--- config.mk ---
export PLATFORM = sky130hd
export DESIGN_NAME = fifo_handoff_mutex_manager
export DESIGN_NICKNAME = d
export VERILOG_FILES = /design/src/rtl/fhm_pkg.sv /design/src/rtl/fhm_front.sv /design/src/rtl/fhm_out.sv /design/src/rtl/fhm_engine.sv /design/src/rtl/fifo_handoff_mutex_manager.sv
export SDC_FILE = /design/constraint.sdc
export NUM_CORES = 2
export LEC_CHECK = 0
export ABC_AREA = 1
export BUFFER_PORTS_ARGS = -buffer_cell sky130_fd_sc_hd__buf_2
export CORE_ASPECT_RATIO = 1.5
export CORE_MARGIN = 2
export CORE_UTILIZATION = 25
export CTS_BUF_LIST = sky130_fd_sc_hd__clkbuf_4
export CTS_CLUSTER_SIZE = 30
export DETAILED_ROUTE_END_ITERATION = 10
export GPL_TIMING_DRIVEN = 0
export SLEW_MARGIN = 20
export SYNTH_ARGS = -nofsm -noshare
export SYNTH_HDL_FRONTEND = slang
export SYNTH_SLANG_ARGS = --single-unit
--- constraint.sdc ---
create_clock -name aclk -period 16.5 [get_ports aclk]
set_input_delay 0.825 -clock aclk [delete_from_list [all_inputs] [get_ports aclk]]
set_output_delay 0.825 -clock aclk [all_outputs]
set_load 0.05 [all_outputs]
--- src/rtl/fhm_pkg.sv ---
// Shared types and constants of the mutex table manager.
// No dependencies; every other file imports this package.
package fhm_pkg;

    localparam int FUNC_W     = 3;
    localparam int HANDLE_W   = 5;
    localparam int TID_W      = 4;
    localparam int STATUS_W   = 3;
    localparam int TDATA_W    = 16;
    localparam int MAX_RESULTS = 16;
    localparam int RES_CNT_W  = 5;

    // Request function codes
    localparam logic [FUNC_W-1:0] FUNC_CREATE  = 3'd0;
    localparam logic [FUNC_W-1:0] FUNC_LOCK    = 3'd1;
    localparam logic [FUNC_W-1:0] FUNC_UNLOCK  = 3'd2;
    localparam logic [FUNC_W-1:0] FUNC_DESTROY = 3'd3;
    localparam logic [FUNC_W-1:0] FUNC_RELALL  = 3'd4;
    localparam logic [FUNC_W-1:0] FUNC_ABORT   = 3'd5;

    // Result status codes
    localparam logic [STATUS_W-1:0] ST_OK         = 3'd0;
    localparam logic [STATUS_W-1:0] ST_NOT_FOUND  = 3'd1;
    localparam logic [STATUS_W-1:0] ST_BUSY_SELF  = 3'd2;
    localparam logic [STATUS_W-1:0] ST_DENIED     = 3'd3;
    localparam logic [STATUS_W-1:0] ST_WAITING    = 3'd4;
    localparam logic [STATUS_W-1:0] ST_TABLE_FULL = 3'd5;

    // Result kinds
    localparam logic KIND_REPLY = 1'b0;
    localparam logic KIND_WAKE  = 1'b1;

    typedef enum logic [2:0] {
        OP_CREATE,
        OP_LOCK,
        OP_UNLOCK,
        OP_DESTROY,
        OP_RELALL,
        OP_ABORT,
        OP_BAD
    } op_t;

    typedef struct packed {
        op_t                 op;
        logic [HANDLE_W-1:0] handle;
        logic [TID_W-1:0]    tid;
    } req_t;

    typedef struct packed {
        logic                kind;
        logic [STATUS_W-1:0] status;
        logic [TID_W-1:0]    thread;
        logic [HANDLE_W-1:0] handle;
        logic                last;
    } res_t;

    typedef enum logic [3:0] {
        S_IDLE,
        S_EXEC,
        S_ADD_RD,
        S_ADD_CHK,
        S_RM_RD,
        S_RM_CHK,
        S_RM_MV,
        S_HANDOFF,
        S_DPOP,
        S_REL_TOP,
        S_REL_CHK,
        S_REPLY
    } state_t;

endpackage

--- src/rtl/fhm_front.sv ---
// Front end: accepts request transactions, classifies them and queues them.
// Depends on fhm_pkg.
module fhm_front #(
    parameter int THREADS = 16
) (
    input  logic                        aclk,
    input  logic                        aresetn,
    input  logic                        s_tvalid,
    output logic                        s_tready,
    input  logic [fhm_pkg::TDATA_W-1:0] s_tdata,   // func[2:0], handle[7:3], thread_id[11:8]
    output logic                        req_valid,
    input  logic                        req_ready,
    output fhm_pkg::req_t               req
);
    import fhm_pkg::*;

    req_t       q_reg [2];
    logic       wr_ptr_reg, rd_ptr_reg;
    logic [1:0] cnt_reg;
    logic       push, pop;
    req_t       cls;

    logic [FUNC_W-1:0]   in_func;
    logic [HANDLE_W-1:0] in_handle;
    logic [TID_W-1:0]    in_tid;

    assign in_func   = s_tdata[2:0];
    assign in_handle = s_tdata[7:3];
    assign in_tid    = s_tdata[11:8];

    // Classify the incoming request
    always_comb begin
        cls.handle = in_handle;
        cls.tid    = in_tid;
        if (in_func == FUNC_CREATE) begin
            cls.op = OP_CREATE;
        end else if (in_func > FUNC_ABORT || int'(in_tid) >= THREADS) begin
            cls.op = OP_BAD;
        end else begin
            case (in_func)
                FUNC_LOCK:    cls.op = OP_LOCK;
                FUNC_UNLOCK:  cls.op = OP_UNLOCK;
                FUNC_DESTROY: cls.op = OP_DESTROY;
                FUNC_RELALL:  cls.op = OP_RELALL;
                FUNC_ABORT:   cls.op = OP_ABORT;
                default:      cls.op = OP_BAD;
            endcase
        end
    end

    assign s_tready  = (cnt_reg != 2'd2);
    assign req_valid = (cnt_reg != 2'd0);
    assign req       = q_reg[rd_ptr_reg];
    assign push      = s_tvalid && s_tready;
    assign pop       = req_valid && req_ready;

    // Hold classified requests
    always_ff @(posedge aclk) begin
        if (push) begin
            q_reg[wr_ptr_reg] <= cls;
        end
    end

    // Advance pointers
    always_ff @(posedge aclk) begin
        if (!aresetn) begin
            wr_ptr_reg <= 1'b0;
            rd_ptr_reg <= 1'b0;
            cnt_reg    <= 2'd0;
        end else begin
            if (push) begin
                wr_ptr_reg <= ~wr_ptr_reg;
            end
            if (pop) begin
                rd_ptr_reg <= ~rd_ptr_reg;
            end
            case ({push, pop})
                2'b10:   cnt_reg <= cnt_reg + 2'd1;
                2'b01:   cnt_reg <= cnt_reg - 2'd1;
                default: cnt_reg <= cnt_reg;
            endcase
        end
    end

endmodule

--- src/rtl/fhm_out.sv ---
// Result queue: buffers result transactions and drives the master side.
// Depends on fhm_pkg.
module fhm_out (
    input  logic                        aclk,
    input  logic                        aresetn,
    input  logic                        res_we,
    input  fhm_pkg::res_t               res,
    output logic                        res_space,
    output logic                        m_tvalid,
    input  logic                        m_tready,
    output logic [fhm_pkg::TDATA_W-1:0] m_tdata,   // status[2:0], thread_out[6:3], handle_out[11:7]
    output logic                        m_tuser,   // kind[0]
    output logic                        m_tlast
);
    import fhm_pkg::*;

    res_t       q_reg [2];
    logic       wr_ptr_reg, rd_ptr_reg;
    logic [1:0] cnt_reg;
    logic       pop;
    res_t       head;

    assign res_space = (cnt_reg != 2'd2);
    assign m_tvalid  = (cnt_reg != 2'd0);
    assign pop       = m_tvalid && m_tready;
    assign head      = q_reg[rd_ptr_reg];

    // Pack the head result onto the bus
    assign m_tdata = {4'b0000, head.handle, head.thread, head.status};
    assign m_tuser = head.kind;
    assign m_tlast = head.last;

    // Hold results
    always_ff @(posedge aclk) begin
        if (res_we) begin
            q_reg[wr_ptr_reg] <= res;
        end
    end

    // Advance pointers
    always_ff @(posedge aclk) begin
        if (!aresetn) begin
            wr_ptr_reg <= 1'b0;
            rd_ptr_reg <= 1'b0;
            cnt_reg    <= 2'd0;
        end else begin
            if (res_we) begin
                wr_ptr_reg <= ~wr_ptr_reg;
            end
            if (pop) begin
                rd_ptr_reg <= ~rd_ptr_reg;
            end
            case ({res_we, pop})
                2'b10:   cnt_reg <= cnt_reg + 2'd1;
                2'b01:   cnt_reg <= cnt_reg - 2'd1;
                default: cnt_reg <= cnt_reg;
            endcase
        end
    end

endmodule

--- src/rtl/fhm_engine.sv ---
// Back end: mutex table, waiter queues and held lists, run by a sequencer.
// Depends on fhm_pkg; fed by fhm_front, feeds fhm_out.
module fhm_engine #(
    parameter int MUTEXES         = 16,
    parameter int THREADS         = 16,
    parameter int HELD_PER_THREAD = 8
) (
    input  logic          aclk,
    input  logic          aresetn,
    input  logic          req_valid,
    output logic          req_ready,
    input  fhm_pkg::req_t req,
    output logic          res_we,
    output fhm_pkg::res_t res,
    input  logic          res_space
);
    import fhm_pkg::*;

    localparam int MIW   = (MUTEXES > 1) ? $clog2(MUTEXES) : 1;
    localparam int TIW   = (THREADS > 1) ? $clog2(THREADS) : 1;
    localparam int CW    = $clog2(HELD_PER_THREAD + 1);
    localparam int DEPTH = THREADS * HELD_PER_THREAD;
    localparam int AW    = (DEPTH > 1) ? $clog2(DEPTH) : 1;

    // Mutex table
    logic [MUTEXES-1:0] slot_reg, own_v_reg, qne_reg;
    logic [TID_W-1:0]   own_t_reg [MUTEXES];
    logic [TIW-1:0]     qhead_reg [MUTEXES];
    logic [TIW-1:0]     qtail_reg [MUTEXES];

    // Per-thread waiter links and held counts
    logic [TIW-1:0]     wnext_reg [THREADS];
    logic [TIW-1:0]     wprev_reg [THREADS];
    logic [THREADS-1:0] whn_reg, whp_reg, wv_reg;
    logic [MIW-1:0]     wm_reg [THREADS];
    logic [CW-1:0]      hcnt_reg [THREADS];

    // Held-list memory
    logic [HANDLE_W-1:0] held_mem [DEPTH];
    logic [HANDLE_W-1:0] rdata_reg;
    logic [AW-1:0]       raddr, waddr;
    logic                mem_we;
    logic [HANDLE_W-1:0] wdata;

    // Sequencer state
    state_t              state_reg, state_next;
    req_t                req_reg;
    logic [MIW-1:0]      cur_m_reg;
    logic [HANDLE_W-1:0] cur_h_reg;
    logic [TIW-1:0]      scan_thr_reg;
    logic [HANDLE_W-1:0] scan_h_reg;
    logic [CW-1:0]       scan_i_reg, scan_n_reg;
    logic [STATUS_W-1:0] rep_status_reg;
    logic [HANDLE_W-1:0] rep_handle_reg;
    logic [RES_CNT_W-1:0] ecnt_reg;

    // Decode helpers
    logic [TIW-1:0]  t_idx;
    logic [MIW-1:0]  m_idx;
    logic            found, is_owner;
    logic            free_found;
    logic [MIW-1:0]  free_idx;
    logic [TIW-1:0]  hd_w;
    logic            drop, go_emit, do_pop;
    logic [MIW-1:0]  hm;
    logic            rel_ok;
    logic [AW-1:0]   scan_base, rel_base;
    logic [CW-1:0]   rel_n;
    state_t          add_done, rm_done;

    assign t_idx    = TIW'(req_reg.tid);
    assign m_idx    = MIW'(req_reg.handle - HANDLE_W'(1));
    assign found    = (req_reg.handle != '0) && (int'(req_reg.handle) <= MUTEXES)
                      && slot_reg[m_idx];
    assign is_owner = own_v_reg[m_idx] && (own_t_reg[m_idx] == req_reg.tid);

    // Lowest free slot
    always_comb begin
        free_found = 1'b0;
        free_idx   = '0;
        for (int i = MUTEXES - 1; i >= 0; i--) begin
            if (!slot_reg[i]) begin
                free_found = 1'b1;
                free_idx   = MIW'(i);
            end
        end
    end

    assign hd_w    = qhead_reg[cur_m_reg];
    assign drop    = (ecnt_reg >= RES_CNT_W'(MAX_RESULTS));
    assign go_emit = res_space || drop;
    assign do_pop  = ((state_reg == S_HANDOFF) || (state_reg == S_DPOP))
                     && qne_reg[cur_m_reg] && go_emit;

    assign hm     = MIW'(rdata_reg - HANDLE_W'(1));
    assign rel_ok = (rdata_reg != '0) && (int'(rdata_reg) <= MUTEXES) && slot_reg[hm]
                    && own_v_reg[hm] && (own_t_reg[hm] == req_reg.tid);
    assign rel_n  = hcnt_reg[t_idx];

    assign scan_base = AW'(scan_thr_reg) * AW'(HELD_PER_THREAD);
    assign rel_base  = AW'(t_idx) * AW'(HELD_PER_THREAD);

    assign add_done = (req_reg.op == OP_RELALL) ? S_REL_TOP : S_REPLY;
    assign rm_done  = (req_reg.op == OP_UNLOCK) ? S_HANDOFF : S_DPOP;

    // Next state
    always_comb begin
        state_next = state_reg;
        case (state_reg)
            S_IDLE: begin
                if (req_valid) begin
                    state_next = S_EXEC;
                end
            end
            S_EXEC: begin
                case (req_reg.op)
                    OP_LOCK: begin
                        if (found && !is_owner && !own_v_reg[m_idx]) begin
                            state_next = S_ADD_RD;
                        end else begin
                            state_next = S_REPLY;
                        end
                    end
                    OP_UNLOCK: begin
                        state_next = (found && is_owner) ? S_RM_RD : S_REPLY;
                    end
                    OP_DESTROY: begin
                        if (!found) begin
                            state_next = S_REPLY;
                        end else if (own_v_reg[m_idx]) begin
                            state_next = S_RM_RD;
                        end else begin
                            state_next = S_DPOP;
                        end
                    end
                    OP_RELALL: state_next = S_REL_TOP;
                    default:   state_next = S_REPLY;
                endcase
            end
            S_ADD_RD:  state_next = (scan_i_reg < scan_n_reg) ? S_ADD_CHK : add_done;
            S_ADD_CHK: state_next = (rdata_reg == scan_h_reg) ? add_done : S_ADD_RD;
            S_RM_RD:   state_next = (scan_i_reg < scan_n_reg) ? S_RM_CHK : rm_done;
            S_RM_CHK:  state_next = (rdata_reg == scan_h_reg) ? S_RM_MV : S_RM_RD;
            S_RM_MV:   state_next = rm_done;
            S_HANDOFF: begin
                if (qne_reg[cur_m_reg]) begin
                    if (go_emit) begin
                        state_next = S_ADD_RD;
                    end
                end else begin
                    state_next = (req_reg.op == OP_RELALL) ? S_REL_TOP : S_REPLY;
                end
            end
            S_DPOP: begin
                if (!qne_reg[cur_m_reg]) begin
                    state_next = S_REPLY;
                end
            end
            S_REL_TOP: state_next = (rel_n != '0) ? S_REL_CHK : S_REPLY;
            S_REL_CHK: state_next = rel_ok ? S_HANDOFF : S_REL_TOP;
            S_REPLY: begin
                if (go_emit) begin
                    state_next = S_IDLE;
                end
            end
            default: state_next = S_IDLE;
        endcase
    end

    // Outputs: handshake, results and memory ports
    always_comb begin
        req_ready = (state_reg == S_IDLE);
        res_we    = 1'b0;
        res       = '0;
        raddr     = scan_base + AW'(scan_i_reg);
        mem_we    = 1'b0;
        waddr     = scan_base + AW'(scan_n_reg);
        wdata     = scan_h_reg;
        case (state_reg)
            S_ADD_RD: begin
                if (!(scan_i_reg < scan_n_reg) && int'(scan_n_reg) < HELD_PER_THREAD) begin
                    mem_we = 1'b1;
                end
            end
            S_RM_CHK: raddr = scan_base + AW'(scan_n_reg) - AW'(1);
            S_RM_MV: begin
                mem_we = 1'b1;
                waddr  = scan_base + AW'(scan_i_reg);
                wdata  = rdata_reg;
            end
            S_HANDOFF: begin
                if (qne_reg[cur_m_reg] && !drop) begin
                    res_we     = res_space;
                    res.kind   = KIND_WAKE;
                    res.status = ST_OK;
                    res.thread = TID_W'(hd_w);
                    res.handle = cur_h_reg;
                    res.last   = 1'b0;
                end
            end
            S_DPOP: begin
                if (qne_reg[cur_m_reg] && !drop) begin
                    res_we     = res_space;
                    res.kind   = KIND_WAKE;
                    res.status = ST_NOT_FOUND;
                    res.thread = TID_W'(hd_w);
                    res.handle = req_reg.handle;
                    res.last   = 1'b0;
                end
            end
            S_REL_TOP: raddr = rel_base + AW'(rel_n) - AW'(1);
            S_REPLY: begin
                if (!drop) begin
                    res_we     = res_space;
                    res.kind   = KIND_REPLY;
                    res.status = rep_status_reg;
                    res.thread = req_reg.tid;
                    res.handle = rep_handle_reg;
                    res.last   = 1'b1;
                end
            end
            default: ;
        endcase
    end

    // Held-list memory with registered read
    always_ff @(posedge aclk) begin
        if (mem_we) begin
            held_mem[waddr] <= wdata;
        end
        rdata_reg <= held_mem[raddr];
    end

    // Sequencer state
    always_ff @(posedge aclk) begin
        if (!aresetn) begin
            state_reg <= S_IDLE;
        end else begin
            state_reg <= state_next;
        end
    end

    // Table updates
    always_ff @(posedge aclk) begin
        if (!aresetn) begin
            slot_reg  <= '0;
            own_v_reg <= '0;
            qne_reg   <= '0;
            whn_reg   <= '0;
            whp_reg   <= '0;
            wv_reg    <= '0;
            ecnt_reg  <= '0;
            for (int i = 0; i < MUTEXES; i++) begin
                own_t_reg[i] <= '0;
            end
            for (int i = 0; i < THREADS; i++) begin
                hcnt_reg[i] <= '0;
            end
        end else begin
            if (res_we) begin
                ecnt_reg <= ecnt_reg + RES_CNT_W'(1);
            end
            case (state_reg)
                S_IDLE: begin
                    if (req_valid) begin
                        req_reg  <= req;
                        ecnt_reg <= '0;
                    end
                end
                S_EXEC: begin
                    rep_status_reg <= ST_OK;
                    rep_handle_reg <= req_reg.handle;
                    cur_m_reg      <= m_idx;
                    cur_h_reg      <= req_reg.handle;
                    scan_h_reg     <= req_reg.handle;
                    scan_i_reg     <= '0;
                    scan_thr_reg   <= t_idx;
                    scan_n_reg     <= hcnt_reg[t_idx];
                    case (req_reg.op)
                        OP_CREATE: begin
                            if (free_found) begin
                                slot_reg[free_idx]  <= 1'b1;
                                own_v_reg[free_idx] <= 1'b0;
                                own_t_reg[free_idx] <= '0;
                                qne_reg[free_idx]   <= 1'b0;
                                rep_handle_reg      <= HANDLE_W'(int'(free_idx) + 1);
                            end else begin
                                rep_status_reg <= ST_TABLE_FULL;
                                rep_handle_reg <= '0;
                            end
                        end
                        OP_LOCK: begin
                            if (!found) begin
                                rep_status_reg <= ST_NOT_FOUND;
                            end else if (is_owner) begin
                                rep_status_reg <= ST_BUSY_SELF;
                            end else if (!own_v_reg[m_idx]) begin
                                own_v_reg[m_idx] <= 1'b1;
                                own_t_reg[m_idx] <= req_reg.tid;
                            end else if (wv_reg[t_idx]) begin
                                rep_status_reg <= ST_DENIED;
                            end else begin
                                // Append the requester to the queue tail
                                rep_status_reg   <= ST_WAITING;
                                whn_reg[t_idx]   <= 1'b0;
                                whp_reg[t_idx]   <= qne_reg[m_idx];
                                wprev_reg[t_idx] <= qtail_reg[m_idx];
                                wv_reg[t_idx]    <= 1'b1;
                                wm_reg[t_idx]    <= m_idx;
                                if (qne_reg[m_idx]) begin
                                    wnext_reg[qtail_reg[m_idx]] <= t_idx;
                                    whn_reg[qtail_reg[m_idx]]   <= 1'b1;
                                end else begin
                                    qhead_reg[m_idx] <= t_idx;
                                    qne_reg[m_idx]   <= 1'b1;
                                end
                                qtail_reg[m_idx] <= t_idx;
                            end
                        end
                        OP_UNLOCK: begin
                            if (!found) begin
                                rep_status_reg <= ST_NOT_FOUND;
                            end else if (!is_owner) begin
                                rep_status_reg <= ST_DENIED;
                            end
                        end
                        OP_DESTROY: begin
                            if (!found) begin
                                rep_status_reg <= ST_NOT_FOUND;
                            end else begin
                                scan_thr_reg <= TIW'(own_t_reg[m_idx]);
                                scan_n_reg   <= hcnt_reg[TIW'(own_t_reg[m_idx])];
                            end
                        end
                        OP_RELALL: rep_handle_reg <= '0;
                        OP_ABORT: begin
                            if (wv_reg[t_idx]) begin
                                // Unlink the target from its queue
                                rep_handle_reg <= HANDLE_W'(int'(wm_reg[t_idx]) + 1);
                                if (whp_reg[t_idx]) begin
                                    wnext_reg[wprev_reg[t_idx]] <= wnext_reg[t_idx];
                                    whn_reg[wprev_reg[t_idx]]   <= whn_reg[t_idx];
                                    if (!whn_reg[t_idx]) begin
                                        qtail_reg[wm_reg[t_idx]] <= wprev_reg[t_idx];
                                    end
                                end else if (whn_reg[t_idx]) begin
                                    qhead_reg[wm_reg[t_idx]] <= wnext_reg[t_idx];
                                end else begin
                                    qne_reg[wm_reg[t_idx]] <= 1'b0;
                                end
                                if (whn_reg[t_idx]) begin
                                    whp_reg[wnext_reg[t_idx]]   <= whp_reg[t_idx];
                                    wprev_reg[wnext_reg[t_idx]] <= wprev_reg[t_idx];
                                end
                                whn_reg[t_idx] <= 1'b0;
                                wv_reg[t_idx]  <= 1'b0;
                            end else begin
                                rep_handle_reg <= '0;
                            end
                        end
                        default: begin
                            rep_status_reg <= ST_DENIED;
                            rep_handle_reg <= '0;
                        end
                    endcase
                end
                S_ADD_RD: begin
                    if (!(scan_i_reg < scan_n_reg) && int'(scan_n_reg) < HELD_PER_THREAD) begin
                        hcnt_reg[scan_thr_reg] <= scan_n_reg + CW'(1);
                    end
                end
                S_ADD_CHK, S_RM_CHK: begin
                    if (rdata_reg != scan_h_reg) begin
                        scan_i_reg <= scan_i_reg + CW'(1);
                    end
                end
                S_RM_MV: hcnt_reg[scan_thr_reg] <= scan_n_reg - CW'(1);
                S_HANDOFF: begin
                    if (qne_reg[cur_m_reg]) begin
                        if (go_emit) begin
                            own_t_reg[cur_m_reg] <= TID_W'(hd_w);
                            own_v_reg[cur_m_reg] <= 1'b1;
                            scan_thr_reg         <= hd_w;
                            scan_h_reg           <= cur_h_reg;
                            scan_i_reg           <= '0;
                            scan_n_reg           <= hcnt_reg[hd_w];
                        end
                    end else begin
                        own_v_reg[cur_m_reg] <= 1'b0;
                        own_t_reg[cur_m_reg] <= '0;
                    end
                end
                S_DPOP: begin
                    if (!qne_reg[cur_m_reg]) begin
                        slot_reg[cur_m_reg]  <= 1'b0;
                        own_v_reg[cur_m_reg] <= 1'b0;
                        own_t_reg[cur_m_reg] <= '0;
                    end
                end
                S_REL_CHK: begin
                    hcnt_reg[t_idx] <= rel_n - CW'(1);
                    cur_m_reg       <= hm;
                    cur_h_reg       <= rdata_reg;
                end
                default: ;
            endcase
            // Drop the head waiter from the current queue
            if (do_pop) begin
                if (whn_reg[hd_w]) begin
                    qhead_reg[cur_m_reg]    <= wnext_reg[hd_w];
                    whp_reg[wnext_reg[hd_w]] <= 1'b0;
                end else begin
                    qne_reg[cur_m_reg] <= 1'b0;
                end
                whn_reg[hd_w] <= 1'b0;
                wv_reg[hd_w]  <= 1'b0;
            end
        end
    end

`ifndef ASSERT_OFF
    a_no_overflow: assert property (@(posedge aclk) disable iff (!aresetn)
        res_we |-> res_space)
        else $error("result written into a full queue");

    a_take_then_exec: assert property (@(posedge aclk) disable iff (!aresetn)
        (req_valid && req_ready) |=> (state_reg == S_EXEC))
        else $error("request taken but not executed");

    a_scan_bound: assert property (@(posedge aclk) disable iff (!aresetn)
        (state_reg == S_ADD_RD) |-> (int'(scan_n_reg) <= HELD_PER_THREAD))
        else $error("held count above capacity");
`endif

endmodule

--- src/rtl/fifo_handoff_mutex_manager.sv ---
// Mutex table manager with FIFO waiter queues and direct ownership handoff.
// A request is taken into a two-entry front queue and executed one at a time
// by a sequencer; results leave through a two-entry result queue. A plain
// request is taken, executed and replied to. A held-list scan compares one
// entry at a time, and a scan that ends without a match appends the handle,
// where there is room. A removal moves the last entry into the freed place,
// and a handoff hands the mutex to the head waiter. Destroy wakes every waiter;
// release-all walks the held list from the top, besides its handoffs. The
// held-list memory has a registered read. A full result queue stalls the
// sequencer until the receiver takes a result, unless results past MAX_RESULTS
// are being dropped. No clearing pass after reset. Depends on fhm_pkg, fhm_front, fhm_engine, fhm_out.
module fifo_handoff_mutex_manager #(
    parameter int MUTEXES         = 16,
    parameter int THREADS         = 16,
    parameter int HELD_PER_THREAD = 8
) (
    input  logic                        aclk,
    input  logic                        aresetn,
    input  logic                        s_tvalid,
    output logic                        s_tready,
    input  logic [fhm_pkg::TDATA_W-1:0] s_tdata,   // func[2:0], handle[7:3], thread_id[11:8]
    output logic                        m_tvalid,
    input  logic                        m_tready,
    output logic [fhm_pkg::TDATA_W-1:0] m_tdata,   // status[2:0], thread_out[6:3], handle_out[11:7]
    output logic                        m_tuser,   // kind[0]
    output logic                        m_tlast
);
    import fhm_pkg::*;

    req_t req;
    logic req_valid, req_ready;
    res_t res;
    logic res_we, res_space;

    fhm_front #(
        .THREADS (THREADS)
    ) u_front (
        .aclk      (aclk),
        .aresetn   (aresetn),
        .s_tvalid  (s_tvalid),
        .s_tready  (s_tready),
        .s_tdata   (s_tdata),
        .req_valid (req_valid),
        .req_ready (req_ready),
        .req       (req)
    );

    fhm_engine #(
        .MUTEXES         (MUTEXES),
        .THREADS         (THREADS),
        .HELD_PER_THREAD (HELD_PER_THREAD)
    ) u_engine (
        .aclk      (aclk),
        .aresetn   (aresetn),
        .req_valid (req_valid),
        .req_ready (req_ready),
        .req       (req),
        .res_we    (res_we),
        .res       (res),
        .res_space (res_space)
    );

    fhm_out u_out (
        .aclk      (aclk),
        .aresetn   (aresetn),
        .res_we    (res_we),
        .res       (res),
        .res_space (res_space),
        .m_tvalid  (m_tvalid),
        .m_tready  (m_tready),
        .m_tdata   (m_tdata),
        .m_tuser   (m_tuser),
        .m_tlast   (m_tlast)
    );

endmodule
Word-level counts from Yosys, hierarchy flattened. Memory sizes are Yosys's and may differ from the RTL's. A register that Yosys moved wholly into a read port is not among the register bits. Index checks and enable logic that the tools add are counted.

Equality and inequality tests: 45. Add/subtract/negate cells: 18. Multiplexer cells: 337. Order comparisons: 27. Reductions and logical operators: 70. Bitwise operators: 31.

Operator list (count): 2-to-1 mux 16 bit (55); 2-to-1 mux 4 bit (64); AND 16 bit (12); one-hot mux 16 bit (2 select lines) (5); 2-to-1 mux 1 bit (148); NOT 16 bit (6); OR 16 bit (6); one-hot mux 16 bit (3 select lines) (2); less-than comparator 4 x 5 -> 1 bit (second input constant) (11); bitwise mux 16 bit (3); one-hot mux 4 bit (12 select lines) (1); one-hot mux 14 bit (3 select lines) (1); binary-select mux 1 bit (select 4 bit) (10); demux 1 bit (select 4 bit) (10); >= comparator 4 x 1 -> 1 bit (second input constant) (10); 2-to-1 mux 5 bit (8); OR reduction 4 bit (10); one-hot mux 3 bit (5 select lines) (2); 2-to-1 mux 14 bit (2); logical AND 1 bit (27); 2-to-1 mux 3 bit (8); one-hot mux 4 bit (2 select lines) (3); adder 7 x 4 -> 7 bit (3); one-hot mux 5 bit (2 select lines) (2); other kinds (54) (119).

Memories: 10. Bits of input ports: 20. Flip-flop bits (word level): 147. Logic and storage cells: 560. Bits in writable memories: 1140.

Memories: u_engine.held_mem (depth 128, bits a word 5, read ports 1, clocked after Yosys merged registers in 1, wr ports 1, line fhm_engine.sv:39) `logic [HANDLE_W-1:0] held_mem [DEPTH];`; u_engine.hcnt_reg (depth 16, bits a word 4, read ports 3, clocked after Yosys merged registers in 0, wr ports 16, line fhm_engine.sv:36) `logic [CW-1:0] hcnt_reg [THREADS];`; u_engine.own_t_reg (depth 16, bits a word 4, read ports 2, clocked after Yosys merged registers in 0, wr ports 16, line fhm_engine.sv:27) `logic [TID_W-1:0] own_t_reg [MUTEXES];`; u_engine.qhead_reg (depth 16, bits a word 4, read ports 1, clocked after Yosys merged registers in 1, wr ports 1, line fhm_engine.sv:28) `logic [TIW-1:0] qhead_reg [MUTEXES];`; u_engine.qtail_reg (depth 16, bits a word 4, read ports 1, clocked after Yosys merged registers in 0, wr ports 1, line fhm_engine.sv:29) `logic [TIW-1:0] qtail_reg [MUTEXES];`; u_engine.wm_reg (depth 16, bits a word 4, read ports 1, clocked after Yosys merged registers in 0, wr ports 1, line fhm_engine.sv:35) `logic [MIW-1:0] wm_reg [THREADS];`; +4 memories.

Depth between registers and ports, before layout.
Depth after elaboration: 29. Mapped depth: 29. Mapped depth without buffers: 24.

Modules after synthesis. From an unflattened synthesis, not the netlist that was laid out.

Cell total of the unflattened synthesis: 7238. Area, all modules: 65530.3 µm².

Modules (own cells, without submodules): fhm_engine (cells an instance 7078, sequential area each 36414.9 µm², area each 63075.5 µm², instances 1); fhm_out (cells an instance 84, sequential area each 940.9 µm², area each 1278.7 µm², instances 1); fhm_front (cells an instance 76, sequential area each 820.8 µm², area each 1176.1 µm², instances 1).

Worst setup path before layout. No wires, ideal clock.

Kind: flip-flop to flip-flop. Start: register u_engine.state_reg[1]. End: memory u_engine.held_mem[0][3] (data pin). Setup time: 1.197 ns. Cell stages (with the launch flop): 8. Slack: 8.889 ns. Arrival: 6.414 ns. Data required time: 15.303 ns. Cells stage by stage: dfxtp_1 inv_1 nor2_1 inv_1 nor2_1 clkinv_1 clkbuf_1 o21ai_0.

Cells in the longest elaborated chain, start to end: 2.

RTL lines: start, declared (line fhm_engine.sv:46) `state_t state_reg, state_next;`; start signal, assigned (line fhm_engine.sv:239) `state_reg <= state_next;`; == test 4 x 3 -> 1 bit (line fhm_engine.sv:179) `case (state_reg)`; 2-to-1 mux 5 bit (line fhm_engine.sv:179); named net u_engine.wdata[3] (line fhm_engine.sv:43) `logic [HANDLE_W-1:0] wdata;`; end, declared (line fhm_engine.sv:39).

The timed path passes the listed nets, and every way through them passes these cells.

Final worst setup path.
Start: register u_engine.req_reg (netlist bit u_engine.t_idx[3]). End: register u_engine.rdata_reg[4], read port of u_engine.held_mem.

Cells in the longest elaborated chain, start to end: 4.

RTL lines: start, declared (line fhm_engine.sv:47) `req_t req_reg;`; start signal, assigned (line fhm_engine.sv:266) `req_reg <= req;`; memory (16 x 4 bit); adder 7 x 4 -> 7 bit * (line fhm_engine.sv:211) `S_REL_TOP: raddr = rel_base + AW'(rel_n) - AW'(1);`; subtractor 7 x 1 -> 7 bit * (line fhm_engine.sv:211); one-hot mux 7 bit (2 select lines) * (line fhm_engine.sv:179); end, declared (line fhm_engine.sv:40) `logic [HANDLE_W-1:0] rdata_reg;`.

Every way passes the cells marked *; elsewhere a longest branch is shown, timed or not. A chain may end at the register's enable or synchronous reset.

==> key figures <==
Run status
  • Status: completed

Timing
  • Worst Max-Slew Pin Slew: 1.22 ns
  • Period utilization: 0.457
  • Worst rel slew slack: 0.187
  • Slew Limit Fails: 0
  • Finish-stage setup viols: 0
  • Period minus WS final: 7.55 ns
  • Maximum clock frequency: 0.133 GHz
  • Hold WS: 0.260 ns
  • Setup Skew: around 0.13 ns
  • Unrepaired setup endpoints after global routing: no
  • Hold Violations, Final: 0

Power and ir drop
  • Power per cell area: 152 nW/um^2
  • Worst VDD drop: 0.0680 mV
  • Leakage power: 0.0276 uW

Synth
  • Syn Area/Cell: 9.11 um^2
  • Post-synth EDFFs: roughly 1200
  • Seq cells post-synth: 1309
  • Synthesized area: between 60000 and 70000 um^2
  • Leading area contributor after synthesis: edfxtp_1
  • Ys Warns: 0
  • Mapped Cells: 7092
  • Async set-reset flop share out of synthesis: 0
  • Main synth FF type: edfxtp_1
  • Area fraction of the dominant cell type after synthesis: 0.551
  • Area contributors post-synth: edfxtp_1 55%, nand2_1 10%, nand3_1 7.3%
  • Post-synthesis sequential area ratio: 0.589
  • Post-synth cell types: 61

Setup path
  • Crit path max fanout: 10
  • Startpoint types: flip-flop
  • Worst Path Required: between 15 and 20 ns
  • Setup CP Type: reg2reg
  • Crit path DAT: around 8.6 ns
  • Element type at the critical path end: flip-flop

Die
  • Core area: 257000 um^2
  • Full die area: 263000 um^2
  • DIE WIDTH: roughly 420 um
  • DIE HEIGHT: roughly 630 um
  • Initial Utilization: 0.251
  • Num rows: 228
  • IO Pins: 40

Clocking
  • # clock sinks: around 1300
  • TritonCTS clock tree: yes
  • Root buf cell: clkbuf_4
  • CTS clk-pin slew, worst paths: 0.07 ns
  • Worst skew pair latency: 1.26 ns
  • CTS resizes: 0
  • H-tree Lvls: 5
  • Longest Clk Path Bufs: 4
  • Inserted Clock Buffers: 309

Cells and area
  • Area growth from synthesis to layout: 14.9%
  • Final #Nets: 7556
  • # fillers: 27200
  • Largest register FFs: between 600 and 700
  • Non-filler cells, final: ~11000
  • Post-Layout Inst Area: 74200 um^2
  • Biggest register: u_engine.held_mem
  • Layout cells sized above 1: 0.0969

Routing
  • DR DRC count: 0
  • Vias per inst: 5.04
  • Iter 0 DRT Violations: 5923
  • Wirelength per Cell: 23.7 um
  • ANT nets after route: 0
  • Aggregate routed wire length: between 200000 and 300000 um
  • DR pass1 iterations: 8
  • Vias: 56300

GRT
  • First-pass GRT wire length: 375000 um
  • Largest net degree at the start of global routing: 57
  • GRT Util Overall: 0.195
  • Initial antenna violation count: 12
  • Vias in the first global route: 55800
  • Global route overflow: 0

Worst hold path
  • Worst hold path type: in2reg

Placement
  • Area post-placement: 70100 um^2
  • Detailed Place HPWL: between 150000 and 200000 um
  • Placed cell count: 10600
  • IO Port Bufs: 30
  • GPL Wtd Cong: 1.01

Flow run
  • # Max-Cap Violations: 0
power breakdown:
part           total, uW  leakage, uW  internal, uW  switching (uW)
Clock               2770      0.00237          1400            1370
Combinational       4540       0.0133          1030            3510
Sequential          3970       0.0118          3860             107
per-stage QoR:
step / TNS, ns / worst slack (ns) / util / power (uW)
after floorplan: 0 / 8.89 / - / 6460
after global placement: -154.12 / -1.08 / 0.269 / 8380
after detailed placement: 0 / 9.17 / 0.273 / 8430
after CTS: 0 / 9.19 / 0.289 / 11200
after global routing: 0 / 8.71 / 0.289 / 11700
final: 0 / 8.95 / 0.289 / 11300
cell usage after synthesis (9+ instances only):
library cell / number
mux2_2: 14
buf_1: 38
o31ai_1: 12
nand3_1: 946
a31oi_1: 25
nand3b_1: 60
buf_2: 84
or2_2: 11
xor2_1: 17
edfxtp_1: 1186
o221ai_1: 14
nand4_1: 53
nor3_1: 35
inv_2: 14
a21oi_1: 264
o211ai_1: 72
clkbuf_1: 262
o22ai_1: 115
inv_1: 604
a22oi_1: 46
mux2i_1: 9
nor2_1: 698
ha_1: 42
o21ai_0: 442
o21ai_1: 10
nor2_2: 10
buf_4: 9
nand2_1: 1756
a21boi_0: 12
o311ai_0: 13
dfxtp_1: 123
cell type report:
class                      count  area [um^2]  area share
sequential                  1309        38100       0.513
multi-input combinational   4769        22700       0.306
tap                         3450         4320      0.0581
clock buffer                 424         3180      0.0429
inverter                     624         2340      0.0315
buffer                       393         1630      0.0220
timing repair buffer          86         1150      0.0155
clock inverter               114          825      0.0111
antenna                        4         10.0    0.000135
per-layer routing:
metal | share of wire | vias up | global-route usage
met4 | 0.090 | 12 | 0.156
met1 | 0.35 | 26900 | 0.205
li1 | - | 25400 | -
met2 | 0.49 | 2985 | 0.342
met5 | 0.00026 | - | 0
met3 | 0.073 | 1011 | 0.0352
worst paths after layout:
check / start / end / slack [ns] / depth (start not counted)
min reg2reg: u_engine.wv_reg[2] / u_engine.wv_reg[2] / 0.45 / 2
max reg2reg: u_engine.t_idx[3] / u_engine.rdata_reg[4] / 8.95 / 20
min: s_tdata[0] / u_front.q_reg[0][9] / 0.26 / 2
max: u_engine.t_idx[3] / u_engine.rdata_reg[4] / 8.95 / 20
worst max-delay path, stage by stage, from the launching register on:
cell	delay, ns
edfxtp_1	0.52
clkbuf_1	0.88
clkbuf_1	0.78
clkbuf_1	0.95
o311ai_0	0.30
nand2_1	0.23
inv_1	0.17
ha_1	0.36
o22ai_1	0.10
a21oi_2	0.70
inv_2	0.29
clkbuf_1	0.53
clkbuf_1	0.41
nand2_1	0.21
nand3_1	0.08
nand3_1	0.10
nand3_1	0.17
nand3_1	0.20
nand2_1	0.10
nand2_1	0.07
nand2_1	0.19
placed cells by master, fill, tap and decap left out, types with 24 or more instances in the layout:
cell type  instances
a21oi_1          261
a22oi_1           46
a31oi_1           25
buf_1             35
buf_16            24
buf_2            117
clkbuf_1         251
clkbuf_4         424
clkinv_1          69
clkinv_2          27
dfxtp_1          123
edfxtp_1        1186
ha_1              42
inv_1            604
nand2_1         1755
nand3_1          946
nand3b_1          60
nand4_1           53
nor2_1           693
nor3_1            35
o211ai_1          72
o21ai_0          421
o22ai_1          115
timing repair:
| item | 4_1_cts | 5_1_grt |
|---|---|---|
| setup buffers | 0 | 0 |
| endpoints found under the setup margin | 0 | 0 |
| hold buffers | 13 | 0 |
| endpoints found under the hold margin | 25 | 0 |
logic make-up (layout without fill, tap and decap cells):
family                     after synthesis  count (layout)  share of synthesized area
xor gates and xnor gates                27              27                    0.00424
and+or+nand+nor                       3589            3589                      0.235
other                                    1               8                  0.0000581
buffers and inverters                 1017            1641                     0.0612
muxes                                   23              23                    0.00384
DFF                                   1309            1309                      0.589
adders and majority gates               44              44                    0.00875
AOI/OAI and AO/OA                     1082            1082                     0.0970
No activity file was read; power rests on OpenSTA's default activity.
